### config.mk
export PLATFORM = sky130hd
export DESIGN_NAME = sleep_package_byte_parser_unit
export DESIGN_NICKNAME = d
export VERILOG_FILES = /design/src/hw/rtl/spbp_pkg.sv /design/src/hw/rtl/spbp_in_stage.sv /design/src/hw/rtl/spbp_parser.sv /design/src/hw/rtl/spbp_out_stage.sv /design/src/hw/rtl/sleep_package_byte_parser_unit.sv
export SDC_FILE = /design/constraint.sdc
export NUM_CORES = 1
export LEC_CHECK = 0
export BUFFER_PORTS_ARGS = -buffer_cell sky130_fd_sc_hd__buf_2
export CAP_MARGIN = 10
export CORE_UTILIZATION = 60
export CTS_BUF_LIST = sky130_fd_sc_hd__clkbuf_8
export DETAILED_ROUTE_END_ITERATION = 16
export PLACE_DENSITY = 0.8
export SLEW_MARGIN = 15
export SYNTH_ARGS = -nofsm -noshare
export SYNTH_HDL_FRONTEND = slang
export SYNTH_HIERARCHICAL = 1
export SYNTH_SLANG_ARGS = --single-unit
### constraint.sdc
create_clock -name i_clk -period 4.3 [get_ports i_clk]
set_clock_uncertainty 0.15 [all_clocks]
set_input_delay 0.645 -clock i_clk [delete_from_list [all_inputs] [get_ports i_clk]]
set_output_delay 0.645 -clock i_clk [all_outputs]
set_load 0.01 [all_outputs]
### src/hw/rtl/spbp_pkg.sv
`timescale 1ns / 1ps
// ----------------------------------------------------------------------------
// spbp_pkg
// Shared types and constants for the sleep package byte parser.
// ----------------------------------------------------------------------------
package spbp_pkg;

    localparam logic [7:0] NAME_OP     = 8'h08;
    localparam logic [7:0] ROOT_CHAR   = 8'h5C;
    localparam logic [7:0] PACKAGE_OP  = 8'h12;
    localparam logic [7:0] BYTE_PREFIX = 8'h0A;
    localparam logic [7:0] WORD_PREFIX = 8'h0B;
    localparam logic [7:0] CHAR_US     = 8'h5F;
    localparam logic [7:0] CHAR_S      = 8'h53;
    localparam logic [7:0] CHAR_5      = 8'h35;

    localparam int unsigned HIST_BYTES = 6;

    localparam logic [1:0] ST_OK        = 2'd0;
    localparam logic [1:0] ST_B_MISSING = 2'd1;
    localparam logic [1:0] ST_NOT_FOUND = 2'd2;

    localparam logic [3:0] PH_SCAN     = 4'd0;
    localparam logic [3:0] PH_PKG_LEAD = 4'd1;
    localparam logic [3:0] PH_PKG_SKIP = 4'd2;
    localparam logic [3:0] PH_NUM_ELEM = 4'd3;
    localparam logic [3:0] PH_A_SEL    = 4'd4;
    localparam logic [3:0] PH_A_BYTE   = 4'd5;
    localparam logic [3:0] PH_A_WLO    = 4'd6;
    localparam logic [3:0] PH_A_WHI    = 4'd7;
    localparam logic [3:0] PH_B_SEL    = 4'd8;
    localparam logic [3:0] PH_B_BYTE   = 4'd9;
    localparam logic [3:0] PH_B_WLO    = 4'd10;
    localparam logic [3:0] PH_B_WHI    = 4'd11;

    typedef struct packed {
        logic [7:0] data_byte;
        logic       last_byte;
    } t_item;

    typedef struct packed {
        logic [1:0]  parse_status;
        logic [15:0] sleep_type_a;
        logic [15:0] sleep_type_b;
    } t_result;

endpackage

### src/hw/rtl/spbp_in_stage.sv
`timescale 1ns / 1ps
// ----------------------------------------------------------------------------
// spbp_in_stage
// Input register for body bytes; stalls the sender only when a held byte
// cannot move on because the result register is occupied.
// ----------------------------------------------------------------------------
module spbp_in_stage (
    input  logic           i_clk,
    input  logic           i_rst_n,
    input  logic           i_valid,
    input  spbp_pkg::t_item i_item,
    output logic           o_stall,
    input  logic           i_out_free,
    output logic           o_step,
    output spbp_pkg::t_item o_item
);
    import spbp_pkg::*;

    logic  r_valid;
    logic  n_valid;
    t_item r_item;

    assign o_step  = r_valid && i_out_free;
    assign o_stall = r_valid && !i_out_free;
    assign o_item  = r_item;

    always_comb begin
        n_valid = o_stall ? 1'b1 : i_valid;
    end

    always_ff @(posedge i_clk) begin
        if (!i_rst_n) begin
            r_valid <= 1'b0;
        end else begin
            r_valid <= n_valid;
        end
    end

    always_ff @(posedge i_clk) begin
        if (i_valid && !o_stall) begin
            r_item <= i_item;
        end
    end

endmodule

### src/hw/rtl/spbp_parser.sv
`timescale 1ns / 1ps
// ----------------------------------------------------------------------------
// spbp_parser
// Name window, phase sequencer and value decoder. One byte is consumed per
// step and at most one result is produced on that step.
// ----------------------------------------------------------------------------
module spbp_parser (
    input  logic              i_clk,
    input  logic              i_rst_n,
    input  logic              i_step,
    input  spbp_pkg::t_item   i_item,
    output logic              o_emit,
    output spbp_pkg::t_result o_result
);
    import spbp_pkg::*;

    logic [8*HIST_BYTES-1:0] r_hist;
    logic [2:0]              r_hist_cnt;
    logic [3:0]              r_phase;
    logic [1:0]              r_skip;
    logic [15:0]             r_first;
    logic [7:0]              r_low;
    logic                    r_reported;

    logic [8*HIST_BYTES-1:0] n_hist;
    logic [2:0]              n_hist_cnt;
    logic [3:0]              n_phase;
    logic [1:0]              n_skip;
    logic [15:0]             n_first;
    logic [7:0]              n_low;
    logic                    n_reported;

    logic       name_hit;
    logic       emit;
    t_result    result;
    logic [7:0] b;

    assign b = i_item.data_byte;

    // The four name bytes sit in the newest positions of the window, with the
    // name opcode (or opcode plus root prefix) just before them.
    always_comb begin
        name_hit = 1'b0;
        if (r_hist_cnt >= 3'd5 && r_hist[31:24] == CHAR_US && r_hist[23:16] == CHAR_S
            && r_hist[15:8] == CHAR_5 && r_hist[7:0] == CHAR_US) begin
            if (r_hist[39:32] == NAME_OP) begin
                name_hit = 1'b1;
            end else if (r_hist_cnt >= 3'd6 && r_hist[47:40] == NAME_OP
                         && r_hist[39:32] == ROOT_CHAR) begin
                name_hit = 1'b1;
            end
        end
    end

    always_comb begin
        n_hist     = r_hist;
        n_hist_cnt = r_hist_cnt;
        n_phase    = r_phase;
        n_skip     = r_skip;
        n_first    = r_first;
        n_low      = r_low;
        n_reported = r_reported;
        emit       = 1'b0;
        result     = '0;

        if (!r_reported) begin
            case (r_phase)
                PH_SCAN: begin
                    if (b == PACKAGE_OP && name_hit) begin
                        n_phase = PH_PKG_LEAD;
                    end
                end
                PH_PKG_LEAD: begin
                    n_skip  = b[7:6];
                    n_phase = (b[7:6] != 2'd0) ? PH_PKG_SKIP : PH_NUM_ELEM;
                end
                PH_PKG_SKIP: begin
                    n_skip = r_skip - 2'd1;
                    if (r_skip == 2'd1) begin
                        n_phase = PH_NUM_ELEM;
                    end
                end
                PH_NUM_ELEM: begin
                    n_phase = PH_A_SEL;
                end
                PH_A_SEL: begin
                    if (b == BYTE_PREFIX) begin
                        n_phase = PH_A_BYTE;
                    end else if (b == WORD_PREFIX) begin
                        n_phase = PH_A_WLO;
                    end else begin
                        n_first = {8'd0, b};
                        n_phase = PH_B_SEL;
                    end
                end
                PH_A_BYTE: begin
                    n_first = {8'd0, b};
                    n_phase = PH_B_SEL;
                end
                PH_A_WLO: begin
                    n_low   = b;
                    n_phase = PH_A_WHI;
                end
                PH_A_WHI: begin
                    n_first = {b, r_low};
                    n_phase = PH_B_SEL;
                end
                PH_B_SEL: begin
                    if (b == BYTE_PREFIX) begin
                        n_phase = PH_B_BYTE;
                    end else if (b == WORD_PREFIX) begin
                        n_phase = PH_B_WLO;
                    end else begin
                        emit   = 1'b1;
                        result = '{parse_status: ST_OK, sleep_type_a: r_first,
                                   sleep_type_b: {8'd0, b}};
                    end
                end
                PH_B_BYTE: begin
                    emit   = 1'b1;
                    result = '{parse_status: ST_OK, sleep_type_a: r_first,
                               sleep_type_b: {8'd0, b}};
                end
                PH_B_WLO: begin
                    n_low   = b;
                    n_phase = PH_B_WHI;
                end
                PH_B_WHI: begin
                    emit   = 1'b1;
                    result = '{parse_status: ST_OK, sleep_type_a: r_first,
                               sleep_type_b: {b, r_low}};
                end
                default: begin
                    n_phase = PH_SCAN;
                end
            endcase
        end

        if (emit) begin
            n_reported = 1'b1;
        end

        n_hist = {r_hist[8*HIST_BYTES-9:0], b};
        if (r_hist_cnt < 3'(HIST_BYTES)) begin
            n_hist_cnt = r_hist_cnt + 3'd1;
        end

        // The end of the table forces a report if none was given, then the
        // whole parser starts over for the next table.
        if (i_item.last_byte) begin
            if (!n_reported) begin
                emit = 1'b1;
                if (n_phase >= PH_B_SEL && n_phase <= PH_B_WHI) begin
                    result = '{parse_status: ST_B_MISSING, sleep_type_a: n_first,
                               sleep_type_b: 16'd0};
                end else begin
                    result = '{parse_status: ST_NOT_FOUND, sleep_type_a: 16'd0,
                               sleep_type_b: 16'd0};
                end
            end
            n_hist     = '0;
            n_hist_cnt = 3'd0;
            n_phase    = PH_SCAN;
            n_skip     = 2'd0;
            n_first    = 16'd0;
            n_low      = 8'd0;
            n_reported = 1'b0;
        end
    end

    assign o_emit   = i_step && emit;
    assign o_result = result;

    always_ff @(posedge i_clk) begin
        if (!i_rst_n) begin
            r_hist     <= '0;
            r_hist_cnt <= 3'd0;
            r_phase    <= PH_SCAN;
            r_skip     <= 2'd0;
            r_first    <= 16'd0;
            r_low      <= 8'd0;
            r_reported <= 1'b0;
        end else if (i_step) begin
            r_hist     <= n_hist;
            r_hist_cnt <= n_hist_cnt;
            r_phase    <= n_phase;
            r_skip     <= n_skip;
            r_first    <= n_first;
            r_low      <= n_low;
            r_reported <= n_reported;
        end
    end

endmodule

### src/hw/rtl/spbp_out_stage.sv
`timescale 1ns / 1ps
// ----------------------------------------------------------------------------
// spbp_out_stage
// Result register; holds a word while the receiver stalls.
// ----------------------------------------------------------------------------
module spbp_out_stage (
    input  logic              i_clk,
    input  logic              i_rst_n,
    input  logic              i_load,
    input  spbp_pkg::t_result i_result,
    input  logic              i_stall,
    output logic              o_free,
    output logic              o_valid,
    output spbp_pkg::t_result o_result
);
    import spbp_pkg::*;

    logic    r_valid;
    logic    n_valid;
    t_result r_result;

    assign o_free   = !r_valid || !i_stall;
    assign o_valid  = r_valid;
    assign o_result = r_result;

    always_comb begin
        if (i_load) begin
            n_valid = 1'b1;
        end else begin
            n_valid = r_valid && i_stall;
        end
    end

    always_ff @(posedge i_clk) begin
        if (!i_rst_n) begin
            r_valid <= 1'b0;
        end else begin
            r_valid <= n_valid;
        end
    end

    always_ff @(posedge i_clk) begin
        if (i_load) begin
            r_result <= i_result;
        end
    end

endmodule

### src/hw/rtl/sleep_package_byte_parser_unit.sv
`timescale 1ns / 1ps
// ----------------------------------------------------------------------------
// sleep_package_byte_parser_unit
// Streams table body bytes and reports the two sleep-type values of the
// S5 package once per table.
//
//   channel | direction | handshake           | payload
//   --------+-----------+---------------------+------------------------------
//   byte in | input     | i_valid / o_stall   | i_data_byte, i_last_byte
//   result  | output    | o_valid / i_stall   | o_parse_status, o_sleep_type_a,
//           |           |                     | o_sleep_type_b
//
// One word is taken every cycle while o_stall is low; a result passes through
// the input register, then the result register.
// The rate is set by the phase update between the two registers.
// Reset clears the valid flags and the parse state; the first table starts
// right after reset.
// o_stall rises only when a byte is held and the result register is still
// occupied by a stalled word.
// ----------------------------------------------------------------------------
module sleep_package_byte_parser_unit (
    input  logic        i_clk,
    input  logic        i_rst_n,
    input  logic        i_valid,
    input  logic [7:0]  i_data_byte,
    input  logic        i_last_byte,
    output logic        o_stall,
    output logic        o_valid,
    output logic [1:0]  o_parse_status,
    output logic [15:0] o_sleep_type_a,
    output logic [15:0] o_sleep_type_b,
    input  logic        i_stall
);
    import spbp_pkg::*;

    t_item   in_item;
    t_item   step_item;
    t_result step_result;
    t_result out_result;
    logic    out_free;
    logic    step;
    logic    emit;

    assign in_item = '{data_byte: i_data_byte, last_byte: i_last_byte};

    spbp_in_stage u_in_stage (
        .i_clk      (i_clk),
        .i_rst_n    (i_rst_n),
        .i_valid    (i_valid),
        .i_item     (in_item),
        .o_stall    (o_stall),
        .i_out_free (out_free),
        .o_step     (step),
        .o_item     (step_item)
    );

    spbp_parser u_parser (
        .i_clk    (i_clk),
        .i_rst_n  (i_rst_n),
        .i_step   (step),
        .i_item   (step_item),
        .o_emit   (emit),
        .o_result (step_result)
    );

    spbp_out_stage u_out_stage (
        .i_clk    (i_clk),
        .i_rst_n  (i_rst_n),
        .i_load   (emit),
        .i_result (step_result),
        .i_stall  (i_stall),
        .o_free   (out_free),
        .o_valid  (o_valid),
        .o_result (out_result)
    );

    assign o_parse_status = out_result.parse_status;
    assign o_sleep_type_a = out_result.sleep_type_a;
    assign o_sleep_type_b = out_result.sleep_type_b;

    // A not-found report never carries values.
    a_not_found_zero: assert property (@(posedge i_clk) disable iff (!i_rst_n)
        (o_valid && o_parse_status == ST_NOT_FOUND)
            |-> (o_sleep_type_a == 16'd0 && o_sleep_type_b == 16'd0))
        else $error("not-found result with nonzero values");

    // A missing second value always reads as zero.
    a_missing_b_zero: assert property (@(posedge i_clk) disable iff (!i_rst_n)
        (o_valid && o_parse_status == ST_B_MISSING) |-> (o_sleep_type_b == 16'd0))
        else $error("missing second value is not zero");

    // The status code stays within the defined set.
    a_status_range: assert property (@(posedge i_clk) disable iff (!i_rst_n)
        o_valid |-> (o_parse_status == ST_OK || o_parse_status == ST_B_MISSING
                     || o_parse_status == ST_NOT_FOUND))
        else $error("undefined status code");

    // A new result is only loaded while the result register is free.
    a_no_overwrite: assert property (@(posedge i_clk) disable iff (!i_rst_n)
        emit |-> out_free)
        else $error("result loaded over a stalled word");

endmodule

==> results.sh, run 1 <==
export IMPL_via_per_inst=5.96
export IMPL_hold_violations=0
export IMPL_slew_violations=0
export IMPL_p_int_mw=1.82
export IMPL_synth_cell_types=59
export IMPL_grt_first_pass_wirelength_mm=20.7
export IMPL_dr_first_iter_drc_count=452
export IMPL_firstDrtPassIters=6
export IMPL_ios=49
export IMPL_synthAdderAreaFrac_pct=0.874
export IMPL_yosys_mux_area_fraction_pct=2.97
export IMPL_io_buffers=48
export IMPL_syn_area_per_cell_um2=9.63
export IMPL_clk_latency_ns=0.43
export IMPL_outcome="finished, final reports clean"
export IMPL_rsz0062_at_grt="false"
export IMPL_yosys_area_share_xor_xnor_pct=0.153
export IMPL_clkPwrFrac_pct=42.3
export IMPL_yosys_area_share_simple_pct=21.2
export IMPL_core_area_um2=9240
export IMPL_clk_pin_slew_ns=0.08
export IMPL_grt_pass1_vias=4282
export IMPL_finalCriticalPeriod_ns=3.06
export IMPL_synth_largest_area_cell="dfxtp_1"
export IMPL_via_count=4543
export IMPL_worst_setup_path_end_kind="flip-flop"
export IMPL_drc_errors=0
export IMPL_vdd_ir_drop_max_mv=0.263
export IMPL_max_freq_mhz=327
export IMPL_dp_hpwl_mm=8.41
export IMPL_wl_per_cell_um=17.1
export IMPL_place_ws_ns=1.40
export IMPL_synth_edff_count=43
export IMPL_swShare_pct=24.9
export IMPL_power_frac_comb_pct=4.8
export IMPL_syn_instance_count=595
export IMPL_path_class="flip-flop to flip-flop"
export IMPL_cp_start_kind="flip-flop"
export IMPL_cts_setup_buffers=0
export IMPL_power_density_nw_per_um2=381
export IMPL_p_seq_share_pct=52.9
export IMPL_ys_seq_elements=127
export IMPL_drtAntennaViolNets=0
export IMPL_area_growth_pct=11.2
export IMPL_setup_tns_ns=0
export IMPL_setup_slack_ns=1.24
export IMPL_antennaDiodeCount=0
export IMPL_hold_class="input port to flip-flop"
export IMPL_crit_fanout=35
export IMPL_synthTopCellsByArea="dfxtp_1, edfxtp_1, nand2b_1"
export IMPL_cts_sinks=127
export IMPL_clockBufferDepth=2
export IMPL_grt_start_max_net_pins=97
export IMPL_syn_area_um2=5730
export IMPL_rrSetupSlack_ns=1.24
export IMPL_ctsResizeCount=0
export IMPL_die_y_um=99.7
export IMPL_layout_nets=637
export IMPL_required_ns=4.33
export IMPL_rows=35
export IMPL_synth_seq_area_share_pct=51.9
export IMPL_die_w_um=99.7
export IMPL_maxCapViolCount=0
export IMPL_cts_max_level=4
export IMPL_drive_above_1_share_pct=14.8
export IMPL_synth_top_family_by_area="simple AND/OR/NAND/NOR gates"
export IMPL_routed_wl_mm=13.0
export IMPL_yosysWarnings=6
export IMPL_setup_viol=0
export IMPL_tightest_slew_ns=1.15
export IMPL_timing_slew_headroom_pct=23.5
export IMPL_overflow=0
export IMPL_fin_crit_sh_pct=71.1
export IMPL_arrival_ns=3.09
export IMPL_synth_top_area_share_pct=29.4
export IMPL_cts_made_buffers=17
export IMPL_synth_top_flop_cell="dfxtp_1"
export IMPL_die_area_um2=9940
export IMPL_ctsHoldBuffers=0
export IMPL_place_congestion=0.902
export IMPL_antenna_found_initial=0
export IMPL_cts_tree="done"
export IMPL_p_leak_nw=2.20
export IMPL_syn_num_nets=612
export IMPL_start_util_pct=62.0
export IMPL_synth_compound_area_share_pct=18.0
export IMPL_grtUsageTotal_pct=27.1
export IMPL_ys_async_sr_fraction_pct=0
export IMPL_netSwitchingPower_mw=0.605
export IMPL_clockRootBuffer="clkbuf_8"
[worst paths after layout]
check | start | endpoint | depth (start not counted)
worst max register to register | u_parser/r_phase[1] | u_out_stage/o_result[27] | 6
worst min register to register | u_parser/r_skip[1] | u_parser/r_skip[1] | 2
worst max-delay path | u_parser/r_phase[1] | u_out_stage/o_result[27] | 6
worst min-delay path | i_data_byte[7] | u_in_stage/o_item[8] | 1
[registers in the layout, summed over array words and instances (netlist names)]
register              cells
u_in_stage/r_valid        1
u_out_stage/o_result     34
u_in_stage/o_item         9
u_parser/r_phase          4
u_parser/r_low            8
u_parser/r_reported       1
u_parser/r_hist          48
u_out_stage/o_valid       1
u_parser/r_skip           2
u_parser/r_first         16
u_parser/r_hist_cnt       3
[Yosys cell counts, types with 17 or more instances]
library cell	n
mux2i_1	17
nor2_1	51
o21ai_0	22
nand2b_1	40
nand3_1	44
clkbuf_1	30
edfxtp_1	43
dfxtp_1	84
a21oi_1	49
a22o_1	20
inv_1	18
nand2_1	24
[logic make-up after synthesis]
| group | after synthesis |
|---|---|
| buffers and inverters | 67 |
| AND/OR/NAND/NOR | 226 |
| multiplexers | 17 |
| adder cells (fa/ha/maj) | 4 |
| flip-flops | 127 |
| XOR/XNOR | 1 |
| AO/OA/AOI/OAI | 153 |
[area by class of cell]
type | instances | area (um^2)
Sequential cell | 127 | 2970
Fill cell | 708 | 2870
Multi-Input combinational cell | 401 | 2480
Timing Repair Buffer | 54 | 285
Clock buffer | 17 | 234
Tap cell | 129 | 161
Clock inverter | 15 | 159
Inverter | 19 | 71.3
[power groups by stage]
stage	sequential [mW]	clock [mW]	combinational, mW
after floorplan	1.30	0	0.0914
after global placement	1.31	0	0.112
after detailed placement	1.31	0	0.115
after CTS	1.28	1.04	0.116
after global routing	1.29	1.09	0.127
final	1.28	1.03	0.116
[layout by cell type (no fill, tap or decap), types with 7 or more instances in the layout]
cell type   n
and2_1      8
inv_1      18
a22oi_1     7
o21ai_0    22
o2bb2ai_1  11
nor2b_1    11
nand2_1    24
o21a_1      7
a22o_1     20
nand3_1    44
nor3_1      8
and3_1      9
a21oi_1    49
mux2i_1    17
nor2_1     51
edfxtp_1   43
dfxtp_1    84
clkbuf_8   17
o22ai_1     7
nand2b_1   40
buf_2      48
[metrics by stage]
step	cells	hold slack (ns)	power (mW)	utilization, %	area, um^2
2_1_floorplan	595	0.282	1.39	-	5730
3_3_place_gp	730	0.290	1.42	64.7	5970
3_5_place_dp	730	0.298	1.42	64.7	5970
4_1_cts	762	0.219	2.44	68.9	6370
5_1_grt	762	0.209	2.50	68.9	6370
6_report	762	0.238	2.43	68.9	6370
[critical path, stage by stage, from the launching register on]
cell,delay [ns]
dfxtp_1,1.08
nand2b_1,0.43
and2_1,0.34
o2111ai_1,0.21
buf_4,0.23
nor2_2,0.11
a22o_1,0.27
[per-layer routing]
metal  vias to the layer above  wire length, um  GRT usage (%)
met5                         -                0              0
met4                         0              263           14.3
met1                      2110             5650           35.3
met2                       208             6150           42.1
met3                        29              979           6.61
li1                       2196                -              -
Note: power is estimated with default switching activity, not from simulation.
==> run 2: changes to the inputs <==
--- a/config.mk
+++ b/config.mk
@@ -7,10 +7,10 @@
 export LEC_CHECK = 0
 export BUFFER_PORTS_ARGS = -buffer_cell sky130_fd_sc_hd__buf_2
 export CAP_MARGIN = 10
-export CORE_UTILIZATION = 60
+export CORE_UTILIZATION = 56
 export CTS_BUF_LIST = sky130_fd_sc_hd__clkbuf_8
 export DETAILED_ROUTE_END_ITERATION = 16
-export PLACE_DENSITY = 0.8
+export PLACE_DENSITY = 0.79
 export SLEW_MARGIN = 15
 export SYNTH_ARGS = -nofsm -noshare
 export SYNTH_HDL_FRONTEND = slang
==> constraint.sdc (replaced) <==
create_clock -name i_clk -period 2.6 [get_ports i_clk]
set_clock_uncertainty 0.15 [all_clocks]
set_input_delay 0.39 -clock i_clk [delete_from_list [all_inputs] [get_ports i_clk]]
set_output_delay 0.39 -clock i_clk [all_outputs]
set_load 0.01 [all_outputs]
==> results.sh, run 2 (same netlist as run 1, synthesis figures left out) <==
export IMPL_outcome="finished, final reports clean"
export IMPL_clockRootBuffer="clkbuf_8"
export IMPL_rows=36
export IMPL_setup_viol=0
export IMPL_timing_slew_headroom_pct=57.8
export IMPL_regMostFlops="u_parser/r_hist"
export IMPL_rrSetupSlack_ns=0.22
export IMPL_io_buffers=48
export IMPL_slew_violations=0
export IMPL_grt_start_max_net_pins=63
export IMPL_dr_first_iter_drc_count=440
export IMPL_min_from="i_valid"
export IMPL_final_common_cell="dfxtp_1"
export IMPL_cts_sinks=127
export IMPL_arrival_ns=2.53
export IMPL_die_area_um2=10600
export IMPL_grt_first_pass_wirelength_mm=21.6
export IMPL_firstDrtPassIters=6
export IMPL_area_growth_pct=15.8
export IMPL_path_class="flip-flop to flip-flop"
export IMPL_finalCriticalPeriod_ns=2.38
export IMPL_drc_errors=0
export IMPL_required_ns=2.75
export IMPL_cts_made_buffers=17
export IMPL_setup_tns_ns=0
export IMPL_via_count=4765
export IMPL_hold_class="input port to flip-flop"
export IMPL_max_freq_mhz=419
export IMPL_hold_violations=0
export IMPL_clk_latency_ns=0.43
export IMPL_die_y_um=103
export IMPL_cts_setup_buffers=0
export IMPL_drtAntennaViolNets=0
export IMPL_maxCapViolCount=0
export IMPL_start_util_pct=58.1
export IMPL_ios=49
export IMPL_power_mw=4.01
export IMPL_cts_max_level=4
export IMPL_routed_wl_mm=13.6
export IMPL_worst_setup_path_end_kind="flip-flop"
export IMPL_wl_per_cell_um=17.1
export IMPL_critPathMaxStageDelay_ns=0.55
export IMPL_clk_pin_slew_ns=0.07
export IMPL_die_w_um=103
export IMPL_crit_fanout=8
export IMPL_rsz0062_at_grt="false"
export IMPL_path_cells="or4_4 > o21ai_2 > o2111ai_2 > nor2_2 > a22o_1"
export IMPL_fin_crit_sh_pct=91.7
export IMPL_p_leak_nw=2.35
export IMPL_antennaDiodeCount=0
export IMPL_dp_hpwl_mm=9.08
export IMPL_tightest_slew_ns=0.632
export IMPL_rr_worst_depth=5
export IMPL_place_congestion=0.926
export IMPL_vdd_ir_drop_max_mv=0.352
export IMPL_holdPathStages=2
export IMPL_overflow=0
export IMPL_power_density_nw_per_um2=605
export IMPL_r2r_end="u_out_stage/o_result[28]"
export IMPL_largest_register_ffs=48
export IMPL_grtUsageTotal_pct=27.3
export IMPL_layout_nets=664
export IMPL_cp_start_kind="flip-flop"
export IMPL_holdPathEnd="u_in_stage/r_valid"
export IMPL_core_area_um2=9860
export IMPL_clockBufferDepth=2
export IMPL_via_per_inst=6.01
export IMPL_drive_above_1_share_pct=15.9
export IMPL_grt_pass1_vias=4334
export IMPL_cp_slowest_cell="or4_4"
export IMPL_cts_tree="done"
export IMPL_reg2reg_from="u_in_stage/o_item[6]"
export IMPL_mostFrequentLayoutCells="dfxtp_1, nor2_1, a21oi_1"
export IMPL_antenna_found_initial=0
[run 2: metal layers]
layer	vias to the layer above	routed length, um	global-route usage [%]
met4	0	308	12.6
met5	-	0	0
met3	29	943	6.31
li1	2262	-	-
met2	212	6180	40.6
met1	2262	6170	37.8
[run 2: worst max-delay path: cells and delay by family (launching register included)]
kind	cells	cell delay (ns)
compound gates	3	0.67
flops	1	0.49
simple gates	2	0.95
[run 2: per-stage QoR]
step                      std cells  area (um^2)  util, %  hold slack, ns  setup slack [ns]
after global routing            793         6630     67.2          0.0236            0.0867
after CTS                       793         6620     67.1         0.00758             0.145
after detailed placement        752         6150     62.4           0.306             0.162
after global placement          752         6150     62.4           0.292             0.270
final                           793         6630     67.2          0.0315             0.216
after floorplan                 595         5740        -           0.282             0.321
[run 2: where the power goes]
part	switching [mW]	total, mW	internal, mW	leakage [nW]
Sequential	0.0254	2.10	2.08	1.09
Combinational	0.157	0.253	0.0960	1.05
Clock	0.714	1.65	0.939	0.209
Total	0.896	4.01	3.11	2.35
[run 2: cell type report]
cell class / instances / area [um^2]
fill: 745 / 3230
sequential: 127 / 2970
multi-input combinational: 401 / 2490
timing repair buffer: 81 / 548
clock buffer: 18 / 248
tap: 133 / 166
clock inverter: 14 / 134
inverter: 19 / 71.3
[run 2: worst max-delay path by stage]
stage	startpoint	endpoint	slack (ns)	cells after the start
global placement	u_in_stage/o_item[6]	u_out_stage/o_result[28]	0.27	5
global route	u_parser/r_phase[3]	u_out_stage/o_result[24]	0.09	6
detailed placement	u_in_stage/o_item[6]	u_out_stage/o_result[26]	0.16	5
CTS	u_in_stage/o_item[6]	u_out_stage/o_result[26]	0.15	5
finish	u_in_stage/o_item[6]	u_out_stage/o_result[28]	0.22	5
floorplan	u_in_stage/o_item[4]	u_out_stage/o_result[0]	0.32	6
[run 2: what timing repair did]
item	CTS	global route
resized for setup	0	2
setup endpoints to repair	0	8
endpoints found under the hold margin	9	0
hold buffers	9	0
==> run 3: changes to the inputs <==
--- a/config.mk
+++ b/config.mk
@@ -7,10 +7,10 @@
 export LEC_CHECK = 0
 export BUFFER_PORTS_ARGS = -buffer_cell sky130_fd_sc_hd__buf_2
 export CAP_MARGIN = 10
-export CORE_UTILIZATION = 56
+export CORE_UTILIZATION = 60
 export CTS_BUF_LIST = sky130_fd_sc_hd__clkbuf_8
 export DETAILED_ROUTE_END_ITERATION = 16
-export PLACE_DENSITY = 0.79
+export PLACE_DENSITY = 0.8
 export SLEW_MARGIN = 15
 export SYNTH_ARGS = -nofsm -noshare
 export SYNTH_HDL_FRONTEND = slang
==> constraint.sdc (replaced) <==
create_clock -name i_clk -period 2.8 [get_ports i_clk]
set_clock_uncertainty 0.15 [all_clocks]
set_input_delay 0.42 -clock i_clk [delete_from_list [all_inputs] [get_ports i_clk]]
set_output_delay 0.42 -clock i_clk [all_outputs]
set_load 0.01 [all_outputs]
==> results.sh, run 3 (same netlist as run 1, synthesis figures left out) <==
export IMPL_place_congestion=0.966
export IMPL_wl_per_cell_um=17.8
export IMPL_overflow=0
export IMPL_cp_slowest_cell="nor2b_4"
export IMPL_mostFrequentLayoutCells="dfxtp_1, nor2_1, a21oi_1"
export IMPL_fin_crit_sh_pct=93.5
export IMPL_netSwitchingPower_mw=0.868
export IMPL_die_y_um=99.7
export IMPL_cp_depth=5
export IMPL_rsz0062_at_grt="false"
export IMPL_p_leak_nw=2.33
export IMPL_dp_hpwl_mm=9.17
export IMPL_power_frac_comb_pct=5.7
export IMPL_holdPathStages=1
export IMPL_die_area_um2=9940
export IMPL_area_growth_pct=15.1
export IMPL_clkPwrFrac_pct=43.6
export IMPL_finalCriticalPeriod_ns=2.62
export IMPL_arrival_ns=2.52
export IMPL_final_common_cell="dfxtp_1"
export IMPL_power_mw=3.86
export IMPL_multi_input_area_um2=2480
export IMPL_core_area_um2=9240
export IMPL_drive_above_1_share_pct=15.6
export IMPL_dr_first_iter_drc_count=359
export IMPL_maxCapViolCount=0
export IMPL_timing_slew_headroom_pct=32.9
export IMPL_slew_violations=0
export IMPL_grtUsageTotal_pct=28.9
export IMPL_drtAntennaViolNets=0
export IMPL_drc_errors=0
export IMPL_power_density_nw_per_um2=585
export IMPL_path_delay_family="simple AND/OR/NAND/NOR gates"
export IMPL_setup_viol=0
export IMPL_hold_violations=0
export IMPL_ios=49
export IMPL_swShare_pct=22.5
export IMPL_critical_path_buf_inv_count=0
export IMPL_worst_setup_path_end_kind="flip-flop"
export IMPL_die_w_um=99.7
export IMPL_setup_tns_ns=0
export IMPL_grt_first_pass_wirelength_mm=22.1
export IMPL_routed_wl_mm=14.0
export IMPL_via_count=4789
export IMPL_io_buffers=48
export IMPL_max_freq_mhz=382
export IMPL_met2_usage_pct=45.3
export IMPL_rr_worst_depth=5
export IMPL_antennaDiodeCount=0
export IMPL_setup_slack_ns=0.182
export IMPL_cp_common_cell="a21oi_1"
export IMPL_path_cells="nor4_1 > a21oi_1 > or2_1 > a21oi_1 > nor2b_4"
export IMPL_clk_latency_ns=0.44
export IMPL_clk_pin_slew_ns=0.07
export IMPL_grt_pass1_vias=4493
export IMPL_cts_made_buffers=17
export IMPL_cts_sinks=127
export IMPL_hold_class="input port to flip-flop"
export IMPL_final_cell_area_um2=6600
export IMPL_use_met3_pct=8.22
export IMPL_required_ns=2.70
export IMPL_via_per_inst=6.11
export IMPL_crit_fanout=35
export IMPL_grt_start_max_net_pins=105
export IMPL_p_seq_share_pct=50.7
export IMPL_tightest_slew_ns=1.00
export IMPL_utilization_pct=71.4
export IMPL_largest_register_ffs=48
export IMPL_firstDrtPassIters=6
export IMPL_top_usage_layer="met2"
export IMPL_p_int_mw=2.99
export IMPL_rows=35
export IMPL_placed_area_um2=6090
export IMPL_vdd_ir_drop_max_mv=0.327
export IMPL_cp_start_kind="flip-flop"
export IMPL_met1_usage_pct=37.6
export IMPL_clockRootBuffer="clkbuf_8"
export IMPL_place_ws_ns=0.228
export IMPL_cts_setup_buffers=0
export IMPL_layout_nets=659
export IMPL_path_class="flip-flop to flip-flop"
export IMPL_nFillCells=686
export IMPL_seq_area_um2=2970
export IMPL_start_util_pct=62.0
export IMPL_regMostFlops="u_parser/r_hist"
export IMPL_antenna_found_initial=0
export IMPL_critPathMaxStageDelay_ns=0.80
export IMPL_clockBufferDepth=2
export IMPL_cts_tree="done"
export IMPL_outcome="finished, final reports clean"
export IMPL_cts_max_level=4
==> run 3: cell count changes in the layout (fill, tap and decap cells not counted), sizes merged <==
cell and change:
bufinv +1, clkinv -1, dlygate4sd3 -1, buf -4
==> run 3: worst reg2reg max path, delay by kind of cell (launching register included) <==
kind	cells	cell delay, ns
simple gates	3	1.15
flops	1	0.54
compound gates	2	0.37
==> run 3: final cells by class <==
type | count | area share, %
clock buffer | 18 | 3.76
clock inverter | 14 | 2.66
inverter | 19 | 1.08
multi-input combinational | 401 | 37.7
sequential | 127 | 45.1
tap | 129 | 2.45
timing repair buffer | 76 | 7.32
==> run 3: path summary, 6_finish.rpt <==
path / start / to / slack [ns]
worst max-delay path: u_in_stage/o_item[7] / u_out_stage/o_result[10] / 0.18
worst min register to register: u_parser/r_hist[42] / u_parser/r_hist[42] / 0.32
worst min-delay path: i_data_byte[3] / u_in_stage/o_item[4] / 0.03
worst max register to register: u_in_stage/o_item[7] / u_out_stage/o_result[10] / 0.18
==> run 3: repair_timing <==
item | CTS | global route
gates resized for setup | 0 | 0
hold buffers | 7 | 1
hold endpoints to repair | 7 | 1
==> run 3: power groups by stage <==
stage          Combinational (mW)  Sequential [mW]  Clock [mW]
6_report                    0.221             1.96        1.68
5_1_grt                     0.237             1.96        1.77
4_1_cts                     0.216             1.95        1.69
3_5_place_dp                0.208             2.00           0
3_3_place_gp                0.203             1.99           0
2_1_floorplan               0.141             1.99           0
==> run 3: routing by layer <==
metal	vias up	part of all wire [%]	wire (um)
met5	-	0	0
met4	0	3.0	413
met3	50	7.2	1010
met2	208	46	6480
met1	2284	43	6070
li1	2247	-	-
==> run 3: metrics by stage <==
stage / hold slack [ns] / cells
4_1_cts: 0.00258 / 783
3_3_place_gp: 0.290 / 744
2_1_floorplan: 0.282 / 595
3_5_place_dp: 0.306 / 744
5_1_grt: 0.00151 / 784
6_report: 0.0254 / 784
